`src/rtl/core/hcfp_pkg.sv`:
```
`timescale 1ns / 1ps
`default_nettype none
// ----------------------------------------------------------------------------
// hcfp_pkg
// Shared types and constants for the hex command frame parser.
// ----------------------------------------------------------------------------
package hcfp_pkg;

  // Frame delimiters (ASCII)
  localparam logic [7:0] CH_START = 8'h23;  // '#'
  localparam logic [7:0] CH_END   = 8'h24;  // '$'

  // Digit counter saturates one past a full frame
  localparam int unsigned DIGIT_CNT_W  = 3;
  localparam logic [DIGIT_CNT_W-1:0] FRAME_DIGITS = 3'd6;
  localparam logic [DIGIT_CNT_W-1:0] DIGIT_SAT    = 3'd7;

  localparam logic [7:0] CMD_OFF = 8'd1;
  localparam logic [7:0] CMD_ON  = 8'd2;

  // Configuration register map
  localparam int unsigned CFG_IDX_W = 1;
  localparam logic [CFG_IDX_W-1:0] REG_OWN_ID     = 1'b0;
  localparam logic [CFG_IDX_W-1:0] REG_HUNT_LIMIT = 1'b1;

  localparam logic [7:0] RESET_OWN_ID     = 8'd1;
  localparam logic [7:0] RESET_HUNT_LIMIT = 8'd7;

  typedef enum logic [2:0] {
    ST_OFF      = 3'd0,
    ST_ON       = 3'd1,
    ST_BAD_LEN  = 3'd2,
    ST_BAD_ID   = 3'd3,
    ST_BAD_CMD  = 3'd4,
    ST_BAD_BOTH = 3'd5,
    ST_TIMEOUT  = 3'd6
  } status_t;

  typedef enum logic [1:0] {
    CC_OTHER = 2'd0,
    CC_HEX   = 2'd1,
    CC_START = 2'd2,
    CC_END   = 2'd3
  } char_class_t;

  typedef struct packed {
    char_class_t cls;
    logic [3:0]  nibble;
  } char_info_t;

  typedef struct packed {
    status_t    status;
    logic [7:0] addressed_id;
    logic [7:0] target;
    logic [7:0] command_byte;
  } res_item_t;

endpackage
`default_nettype wire

```
`src/rtl/core/hcfp_char_decode.sv`:
```
`timescale 1ns / 1ps
`default_nettype none
// ----------------------------------------------------------------------------
// hcfp_char_decode
// Classifies a received byte and yields its hex nibble value.
// ----------------------------------------------------------------------------
module hcfp_char_decode (
  input  wire logic [7:0]          rx_byte,
  output hcfp_pkg::char_info_t     info
);
  import hcfp_pkg::*;

  logic [7:0] dig_off;
  logic [7:0] up_off;
  logic [7:0] lo_off;

  assign dig_off = rx_byte - 8'h30;
  assign up_off  = rx_byte - 8'h37;  // 'A' -> 10
  assign lo_off  = rx_byte - 8'h57;  // 'a' -> 10

  always_comb begin
    info.cls    = CC_OTHER;
    info.nibble = 4'd0;
    if (rx_byte >= 8'h30 && rx_byte <= 8'h39) begin
      info.cls    = CC_HEX;
      info.nibble = dig_off[3:0];
    end else if (rx_byte >= 8'h41 && rx_byte <= 8'h46) begin
      info.cls    = CC_HEX;
      info.nibble = up_off[3:0];
    end else if (rx_byte >= 8'h61 && rx_byte <= 8'h66) begin
      info.cls    = CC_HEX;
      info.nibble = lo_off[3:0];
    end else if (rx_byte == CH_START) begin
      info.cls    = CC_START;
    end else if (rx_byte == CH_END) begin
      info.cls    = CC_END;
    end
  end

endmodule
`default_nettype wire

```
`src/rtl/core/hcfp_frame_ctrl.sv`:
```
`timescale 1ns / 1ps
`default_nettype none
// ----------------------------------------------------------------------------
// hcfp_frame_ctrl
// Frame state, digit shifter, hunt counter and result generation.
// ----------------------------------------------------------------------------
module hcfp_frame_ctrl (
  input  wire logic                           clk,
  input  wire logic                           rst_n,
  input  wire logic                           cfg_we,
  input  wire logic [hcfp_pkg::CFG_IDX_W-1:0] cfg_index,
  input  wire logic [7:0]                     cfg_wdata,
  input  wire logic                           accept,
  input  wire hcfp_pkg::char_info_t           info,
  output logic                                res_valid,
  output hcfp_pkg::res_item_t                 res_item
);
  import hcfp_pkg::*;

  logic                   in_frame_r,    in_frame_nxt;
  logic [DIGIT_CNT_W-1:0] digit_count_r, digit_count_nxt;
  logic [23:0]            digit_shift_r, digit_shift_nxt;
  logic [7:0]             hunt_count_r,  hunt_count_nxt;
  logic [7:0]             own_id_r;
  logic [7:0]             hunt_limit_r;

  logic       reject;
  logic [7:0] hunt_inc;
  logic [7:0] f_id, f_tgt, f_cmd;
  logic       id_ok, cmd_ok;

  assign hunt_inc = hunt_count_r + 8'd1;
  assign f_id     = digit_shift_r[23:16];
  assign f_tgt    = digit_shift_r[15:8];
  assign f_cmd    = digit_shift_r[7:0];
  assign id_ok    = (f_id == own_id_r);
  assign cmd_ok   = (f_cmd == CMD_OFF) || (f_cmd == CMD_ON);

  always_comb begin
    in_frame_nxt    = in_frame_r;
    digit_count_nxt = digit_count_r;
    digit_shift_nxt = digit_shift_r;
    hunt_count_nxt  = hunt_count_r;
    reject          = 1'b0;
    res_valid       = 1'b0;
    res_item        = '0;

    if (accept) begin
      if (!in_frame_r) begin
        if (info.cls == CC_START) begin
          in_frame_nxt    = 1'b1;
          digit_count_nxt = '0;
          digit_shift_nxt = '0;
        end else begin
          reject = 1'b1;
        end
      end else begin
        unique case (info.cls)
          CC_START: begin
            digit_count_nxt = '0;
            digit_shift_nxt = '0;
          end
          CC_HEX: begin
            digit_shift_nxt = {digit_shift_r[19:0], info.nibble};
            if (digit_count_r != DIGIT_SAT) begin
              digit_count_nxt = digit_count_r + 1'b1;
            end
          end
          CC_END: begin
            in_frame_nxt    = 1'b0;
            digit_count_nxt = '0;
            digit_shift_nxt = '0;
            res_valid       = 1'b1;
            if (digit_count_r != FRAME_DIGITS) begin
              res_item.status = ST_BAD_LEN;
            end else begin
              res_item.addressed_id = f_id;
              res_item.target       = f_tgt;
              res_item.command_byte = f_cmd;
              if (!id_ok && cmd_ok)      res_item.status = ST_BAD_ID;
              else if (id_ok && !cmd_ok) res_item.status = ST_BAD_CMD;
              else if (!id_ok)           res_item.status = ST_BAD_BOTH;
              else if (f_cmd == CMD_OFF) res_item.status = ST_OFF;
              else                       res_item.status = ST_ON;
            end
          end
          default: begin
            reject = 1'b1;
          end
        endcase
      end

      if (reject) begin
        in_frame_nxt    = 1'b0;
        digit_count_nxt = '0;
        digit_shift_nxt = '0;
        if (hunt_inc >= hunt_limit_r) begin
          hunt_count_nxt  = '0;
          res_valid       = 1'b1;
          res_item.status = ST_TIMEOUT;
        end else begin
          hunt_count_nxt = hunt_inc;
        end
      end
    end
  end

  always_ff @(posedge clk) begin
    if (!rst_n) begin
      in_frame_r    <= 1'b0;
      digit_count_r <= '0;
      digit_shift_r <= '0;
      hunt_count_r  <= '0;
    end else begin
      in_frame_r    <= in_frame_nxt;
      digit_count_r <= digit_count_nxt;
      digit_shift_r <= digit_shift_nxt;
      hunt_count_r  <= hunt_count_nxt;
    end
  end

  // Config registers
  always_ff @(posedge clk) begin
    if (!rst_n) begin
      own_id_r     <= RESET_OWN_ID;
      hunt_limit_r <= RESET_HUNT_LIMIT;
    end else if (cfg_we) begin
      unique case (cfg_index)
        REG_OWN_ID:     own_id_r     <= cfg_wdata;
        REG_HUNT_LIMIT: hunt_limit_r <= cfg_wdata;
        default:        ;
      endcase
    end
  end

endmodule
`default_nettype wire

```
`src/rtl/core/hcfp_out_reg.sv`:
```
`timescale 1ns / 1ps
`default_nettype none
// ----------------------------------------------------------------------------
// hcfp_out_reg
// Result register with one skid entry behind it.
// ----------------------------------------------------------------------------
module hcfp_out_reg (
  input  wire logic                clk,
  input  wire logic                rst_n,
  input  wire logic                push,
  input  wire hcfp_pkg::res_item_t push_item,
  output logic                     space,
  output logic                     out_valid,
  input  wire logic                out_ready,
  output hcfp_pkg::res_item_t      out_item
);
  import hcfp_pkg::*;

  logic      out_valid_r;
  logic      skid_valid_r;
  res_item_t out_item_r;
  res_item_t skid_item_r;
  logic      pop;
  logic      head_free;

  assign pop       = out_valid_r && out_ready;
  assign head_free = pop || !out_valid_r;
  assign space     = !skid_valid_r;
  assign out_valid = out_valid_r;
  assign out_item  = out_item_r;

  always_ff @(posedge clk) begin
    if (!rst_n) begin
      out_valid_r  <= 1'b0;
      skid_valid_r <= 1'b0;
    end else if (head_free) begin
      out_valid_r  <= skid_valid_r || push;
      skid_valid_r <= 1'b0;
    end else if (push) begin
      skid_valid_r <= 1'b1;
    end
  end

  always_ff @(posedge clk) begin
    if (head_free) begin
      out_item_r <= skid_valid_r ? skid_item_r : push_item;
    end else if (push) begin
      skid_item_r <= push_item;
    end
  end

endmodule
`default_nettype wire

```
`src/rtl/core/hex_command_frame_parser_core.sv`:
```
`timescale 1ns / 1ps
`default_nettype none
// ----------------------------------------------------------------------------
// hex_command_frame_parser_core
// Parses '#' + six hex digits + '$' command frames from a byte stream and
// reports one status per frame, plus a timeout after too many junk bytes.
// ----------------------------------------------------------------------------
//  Channel | Direction | Handshake           | Payload
//  --------+-----------+---------------------+----------------------------------
//  in_     | sink      | in_valid/in_ready   | in_rx_byte
//  out_    | source    | out_valid/out_ready | out_status, out_addressed_id,
//          |           |                     | out_target, out_command_byte
//  cfg_    | sink      | cfg_we (no wait)    | cfg_index, cfg_wdata
//
//  One byte per clock while in_ready is high. The byte is decoded and the frame
//  state updated in the cycle it is accepted; its result (if any) is registered
//  for out_. A result register plus one skid entry decouple the sides: in_ready
//  only drops when both hold results the sink has not taken.
//  rst_n is synchronous: hunting, no digits, hunt count 0, own_id 1,
//  hunt_limit 7.
// ----------------------------------------------------------------------------
module hex_command_frame_parser_core (
  input  wire logic                           clk,
  input  wire logic                           rst_n,
  // byte input
  input  wire logic                           in_valid,
  output logic                                in_ready,
  input  wire logic [7:0]                     in_rx_byte,
  // result output
  output logic                                out_valid,
  input  wire logic                           out_ready,
  output logic [2:0]                          out_status,
  output logic [7:0]                          out_addressed_id,
  output logic [7:0]                          out_target,
  output logic [7:0]                          out_command_byte,
  // configuration writes
  input  wire logic                           cfg_we,
  input  wire logic [hcfp_pkg::CFG_IDX_W-1:0] cfg_index,
  input  wire logic [7:0]                     cfg_wdata
);
  import hcfp_pkg::*;

  char_info_t info;
  logic       accept;
  logic       res_valid;
  res_item_t  res_item;
  res_item_t  out_item;

  // A transaction on in_ happens on valid & ready
  assign accept = in_valid && in_ready;

  hcfp_char_decode u_decode (
    .rx_byte (in_rx_byte),
    .info    (info)
  );

  hcfp_frame_ctrl u_ctrl (
    .clk       (clk),
    .rst_n     (rst_n),
    .cfg_we    (cfg_we),
    .cfg_index (cfg_index),
    .cfg_wdata (cfg_wdata),
    .accept    (accept),
    .info      (info),
    .res_valid (res_valid),
    .res_item  (res_item)
  );

  hcfp_out_reg u_out (
    .clk       (clk),
    .rst_n     (rst_n),
    .push      (res_valid),
    .push_item (res_item),
    .space     (in_ready),
    .out_valid (out_valid),
    .out_ready (out_ready),
    .out_item  (out_item)
  );

  assign out_status       = out_item.status;
  assign out_addressed_id = out_item.addressed_id;
  assign out_target       = out_item.target;
  assign out_command_byte = out_item.command_byte;

  // --------------------------------------------------------------------------
  // Assertions
  // --------------------------------------------------------------------------
  // Results are only produced by an accepted byte
  a_res_needs_accept: assert property (@(posedge clk) disable iff (!rst_n)
    res_valid |-> accept)
    else $error("result produced without an input transaction");

  // A start character never produces a result
  a_start_silent: assert property (@(posedge clk) disable iff (!rst_n)
    (accept && in_rx_byte == CH_START) |-> !res_valid)
    else $error("'#' produced a result");

  // Backpressure only when the result register is occupied
  a_stall_needs_head: assert property (@(posedge clk) disable iff (!rst_n)
    !in_ready |-> out_valid)
    else $error("skid entry full while result register empty");

  // Length and timeout results carry zero payload
  a_err_zero_payload: assert property (@(posedge clk) disable iff (!rst_n)
    (res_valid && (res_item.status == ST_BAD_LEN || res_item.status == ST_TIMEOUT))
      |-> (res_item.addressed_id == 8'd0 && res_item.target == 8'd0 &&
           res_item.command_byte == 8'd0))
    else $error("error result with nonzero payload");

endmodule
`default_nettype wire
```
`config.mk`:
```
export PLATFORM = sky130hd
export DESIGN_NAME = hex_command_frame_parser_core
export DESIGN_NICKNAME = d
export VERILOG_FILES = /design/src/rtl/core/hcfp_pkg.sv /design/src/rtl/core/hcfp_char_decode.sv /design/src/rtl/core/hcfp_frame_ctrl.sv /design/src/rtl/core/hcfp_out_reg.sv /design/src/rtl/core/hex_command_frame_parser_core.sv
export SDC_FILE = /design/constraint.sdc
export NUM_CORES = 1
export LEC_CHECK = 0
export BUFFER_PORTS_ARGS = -buffer_cell sky130_fd_sc_hd__buf_2
export CORE_MARGIN = 2
export CORE_UTILIZATION = 37
export DETAILED_ROUTE_END_ITERATION = 8
export PLACE_DENSITY = 0.63
export REMOVE_ABC_BUFFERS = 1
export SYNTH_ARGS = -nofsm -noshare
export SYNTH_HDL_FRONTEND = slang
export SYNTH_HIERARCHICAL = 1
export SYNTH_SLANG_ARGS = --single-unit
```
`constraint.sdc`:
```
create_clock -name clk -period 10.6 [get_ports clk]
set_input_delay 0.53 -clock clk [delete_from_list [all_inputs] [get_ports clk]]
set_output_delay 0.53 -clock clk [all_outputs]
set_load 0.005 [all_outputs]
```
==> impl_metrics.xml <==
<?xml version="1.0" encoding="UTF-8"?>
<metrics>
  <group name="status">
    <metric name="status" unit="">finished clean</metric>
  </group>
  <group name="power">
    <metric name="worst_ir_drop_vdd" unit="mV">0.0760</metric>
    <metric name="cellPowerDensity" unit="nW/um^2">145</metric>
    <metric name="leakagePower" unit="nW">2.22</metric>
  </group>
  <group name="cts">
    <metric name="clockRootBuffer" unit="">sky130_fd_sc_hd__clkbuf_16</metric>
    <metric name="cts.clk_slew.worst_paths" unit="ns">0.07</metric>
    <metric name="cts-root-to-sink-buffers" unit="">2</metric>
    <metric name="clock_sinks" unit="">108</metric>
    <metric name="cts_tree" unit="">yes</metric>
    <metric name="cts_repair_resize_count" unit="">0</metric>
    <metric name="postCtsSetupBuffers" unit="">0</metric>
    <metric name="numCtsBuffers" unit="">9</metric>
    <metric name="clkLatencyLatePin" unit="ns">0.35</metric>
    <metric name="cts-htree-levels" unit="">3</metric>
    <metric name="postCtsHoldBufs" unit="">0</metric>
  </group>
  <group name="route">
    <metric name="route.met2.wl" unit="mm">4.34</metric>
    <metric name="route.layer.met1.wl" unit="mm">4.28</metric>
    <metric name="detail_route.iter0.violations" unit="">168</metric>
    <metric name="avgViaCountPerCell" unit="">4.88</metric>
    <metric name="detailroute.wirelength.met3" unit="microns">269</metric>
    <metric name="dr_total_vias" unit="">3216</metric>
    <metric name="maxUsedRoutingLayer" unit="">met4</metric>
    <metric name="drt_pass1_iterations" unit="">4</metric>
    <metric name="wirelength" unit="mm">9.07</metric>
    <metric name="route.detailed.drc" unit="">0</metric>
    <metric name="final_antenna_net_count" unit="">0</metric>
    <metric name="route.detailed.wl_per_inst" unit="microns">13.8</metric>
  </group>
  <group name="floorplan">
    <metric name="die_ht" unit="microns">120</metric>
    <metric name="ioPinCount" unit="">51</metric>
    <metric name="floorplan.initialDensity" unit="%">37.7</metric>
    <metric name="floorplan.core_area" unit="sq um">13100</metric>
    <metric name="die_x" unit="microns">120</metric>
    <metric name="design.die.area" unit="sq um">14300</metric>
    <metric name="placementRows" unit="">42</metric>
  </group>
  <group name="timing">
    <metric name="setup_total_negative_slack" unit="ns">0</metric>
    <metric name="fmax" unit="MHz">329</metric>
    <metric name="grt_setup_unrepaired" unit="">false</metric>
    <metric name="timing_max_transition_violations_final" unit="">0</metric>
    <metric name="setup_viol" unit="">0</metric>
    <metric name="final.hold.worst_slack" unit="ns">0.436</metric>
    <metric name="worst_pin_slew" unit="ns">0.939</metric>
    <metric name="final_min_period_over_clock_period" unit="%">28.7</metric>
    <metric name="max_slew_margin" unit="%">37.4</metric>
    <metric name="finalHoldViolations" unit="">0</metric>
    <metric name="period_minus_slack" unit="ns">3.04</metric>
    <metric name="finClkSkew" unit="ns">0.00700</metric>
  </group>
  <group name="worst_setup_path">
    <metric name="critical_path.max_fanout" unit="">27</metric>
    <metric name="critPathArrivalTime" unit="ns">3.05</metric>
    <metric name="worst_setup_path_end_kind" unit="">flop</metric>
    <metric name="required" unit="ns">10.61</metric>
    <metric name="critical_path.startpoint_type" unit="">flop</metric>
    <metric name="worstSetupPathType" unit="">flop to flop</metric>
    <metric name="rrSetupSlack" unit="ns">7.56</metric>
  </group>
  <group name="place">
    <metric name="gpl.final_weighted_congestion" unit="">0.804</metric>
    <metric name="dpl_cell_area" unit="sq um">5360</metric>
    <metric name="buffers_on_ports" unit="">50</metric>
    <metric name="hpwlAfterDp" unit="mm">6.43</metric>
    <metric name="dp_cells" unit="">643</metric>
  </group>
  <group name="final_layout">
    <metric name="area_of_the_multi_input_gates" unit="sq um">2100</metric>
    <metric name="nFillCells" unit="">1255</metric>
    <metric name="sequential_standard_cell_area" unit="sq um">2700</metric>
    <metric name="layout-drive-gt1-share" unit="%">22.4</metric>
    <metric name="finish.net_count" unit="">515</metric>
    <metric name="num_antenna_cells" unit="">0</metric>
    <metric name="finalCoreUtilization" unit="%">43.1</metric>
    <metric name="fin_area" unit="sq um">5660</metric>
    <metric name="syn2layout_area_growth" unit="%">14.4</metric>
    <metric name="finalNonFillerCells" unit="">659</metric>
    <metric name="final_cell_mix" unit="">sky130_fd_sc_hd__dfxtp_1, sky130_fd_sc_hd__edfxtp_1, sky130_fd_sc_hd__nand2_1</metric>
  </group>
  <group name="global_routing">
    <metric name="first_pass_grt_wire_length" unit="mm">15.0</metric>
    <metric name="global_route.usage.total" unit="%">13.2</metric>
    <metric name="number_of_antenna_violations_at_the_first_check_in_global_routing" unit="">0</metric>
    <metric name="grt_pass1_vias" unit="">3100</metric>
    <metric name="overflow" unit="">0</metric>
    <metric name="largest_net_degree_at_the_start_of_global_routing" unit="">53</metric>
  </group>
  <group name="synth">
    <metric name="post-synth-top-area-cell" unit="">sky130_fd_sc_hd__edfxtp_1</metric>
    <metric name="number_of_flops_mapped_to_enable_cells_by_yosys" unit="">54</metric>
    <metric name="synth_ff_type" unit="">sky130_fd_sc_hd__edfxtp_1</metric>
    <metric name="synth_top_cell_area_share" unit="%">32.8</metric>
    <metric name="synth-seq-area-share" unit="%">54.6</metric>
    <metric name="synth.avg_cell_area" unit="sq um">11.5</metric>
    <metric name="synth_seq_cells" unit="">108</metric>
    <metric name="postSynth.asyncResetShare" unit="%">0</metric>
    <metric name="netlist_instances" unit="">432</metric>
    <metric name="number_of_warnings_printed_during_yosys_synthesis" unit="">6</metric>
    <metric name="netlist-cell-type-count" unit="">51</metric>
    <metric name="synth.area.top_cells" unit="">sky130_fd_sc_hd__edfxtp_1, sky130_fd_sc_hd__dfxtp_1, sky130_fd_sc_hd__mux2_2, sky130_fd_sc_hd__nor2b_1, sky130_fd_sc_hd__nand2_1</metric>
    <metric name="synth_area" unit="sq um">4950</metric>
  </group>
  <group name="job">
    <metric name="drv_cap" unit="">0</metric>
  </group>
  <group name="min_path">
    <metric name="min_path_type" unit="">input pin to flop</metric>
  </group>
</metrics>
worst max-delay path, cell delays in order (launching register included):
cell and delay, ns:
sky130_fd_sc_hd__dfxtp_1 0.40, sky130_fd_sc_hd__ha_1 0.24, sky130_fd_sc_hd__nand3_1 0.18, sky130_fd_sc_hd__nor2_1 0.18, sky130_fd_sc_hd__xor2_1 0.24, sky130_fd_sc_hd__ha_1 0.19, sky130_fd_sc_hd__a41oi_1 0.18, sky130_fd_sc_hd__o31ai_1 0.34
sky130_fd_sc_hd__nand2_1 0.14, sky130_fd_sc_hd__nand2_1 0.11, sky130_fd_sc_hd__inv_1 0.06, sky130_fd_sc_hd__nor2_2 0.10, sky130_fd_sc_hd__buf_4 0.33
final timing paths:
| path | cells past startpoint | to | start |
|---|---|---|---|
| worst max-delay path | 12 | u_out/skid_item_r[22]$_DFFE_PP_ | u_ctrl/hunt_count_r[0]$_SDFFE_PN0P_ |
| worst min-delay path | 3 | u_ctrl/own_id_r[0]$_SDFFE_PN1P_ | cfg_wdata[0] |
| worst max register to register | 12 | u_out/skid_item_r[22]$_DFFE_PP_ | u_ctrl/hunt_count_r[0]$_SDFFE_PN0P_ |
| worst min register to register | 2 | u_ctrl/hunt_limit_r[4]$_SDFFE_PN0P_ | u_ctrl/hunt_limit_r[4]$_SDFFE_PN0P_ |
sequential cells by signal (all words and copies together) (netlist names):
name and cells:
u_out/out_item 27, u_ctrl/hunt_count_r 8, u_out/out_valid 1, u_ctrl/digit_count_r 3, u_ctrl/in_frame_r 1, u_out/skid_valid_r 1
u_ctrl/digit_shift_r 24, u_ctrl/own_id_r 8, u_out/skid_item_r 27, u_ctrl/hunt_limit_r 8
per-stage QoR:
stage | power (mW) | worst slack (ns)
after CTS | 0.832 | 7.56
after global placement | 0.496 | 7.54
after global routing | 0.848 | 7.30
after detailed placement | 0.498 | 7.40
after floorplan | 0.480 | 7.05
final | 0.822 | 7.56
logic make-up after synthesis:
logic type,count (synthesis),synth area share (%)
simple gates,158,17.2
flops,108,54.6
compound gates,73,11.5
buf+inv,34,3.03
mux,29,7.18
xor+xnor,15,2.65
fa+ha+maj,15,3.79
synthesized netlist by cell type (2+ instances only):
cell / count
sky130_fd_sc_hd__and3_1: 3
sky130_fd_sc_hd__o22ai_1: 4
sky130_fd_sc_hd__a221o_1: 2
sky130_fd_sc_hd__inv_1: 14
sky130_fd_sc_hd__o31ai_1: 2
sky130_fd_sc_hd__and2_1: 28
sky130_fd_sc_hd__a22oi_1: 25
sky130_fd_sc_hd__nor2_1: 12
sky130_fd_sc_hd__mux2_2: 20
sky130_fd_sc_hd__nand3_1: 10
sky130_fd_sc_hd__xnor2_1: 4
sky130_fd_sc_hd__nand2_1: 51
sky130_fd_sc_hd__o211ai_1: 4
sky130_fd_sc_hd__mux2_4: 8
sky130_fd_sc_hd__o21ai_0: 3
sky130_fd_sc_hd__nor2b_1: 32
sky130_fd_sc_hd__ha_1: 15
sky130_fd_sc_hd__o21ai_1: 2
sky130_fd_sc_hd__nor4_1: 4
sky130_fd_sc_hd__clkbuf_1: 14
sky130_fd_sc_hd__buf_2: 3
sky130_fd_sc_hd__a22o_1: 3
sky130_fd_sc_hd__dfxtp_1: 54
sky130_fd_sc_hd__a21oi_1: 5
sky130_fd_sc_hd__a21boi_0: 12
sky130_fd_sc_hd__nor3_1: 4
sky130_fd_sc_hd__nand2b_1: 6
sky130_fd_sc_hd__xor2_1: 11
sky130_fd_sc_hd__edfxtp_1: 54
sky130_fd_sc_hd__o21a_1: 2
layer usage:
metal  vias up  track usage (%)
met5         -                0
met3        13             2.14
li1       1629                -
met4         0             6.18
met2        47             22.2
met1      1527             16.6
power by group:
part | internal [mW] | leakage [nW] | switching (mW) | total [mW]
Sequential | 0.440 | 0.964 | 0.00321 | 0.444
Combinational | 0.0187 | 1.12 | 0.0257 | 0.0444
Clock | 0.189 | 0.134 | 0.145 | 0.334
Total | 0.648 | 2.22 | 0.174 | 0.822
final cells by class:
class	count	share of cell area [%]
Tap cell	176	3.89
Clock inverter	6	1.13
Sequential cell	108	47.7
Timing Repair Buffer	54	4.95
Clock buffer	10	4.22
Multi-Input combinational cell	290	37.1
Inverter	15	0.995
Power figures use the tool's default switching activity.
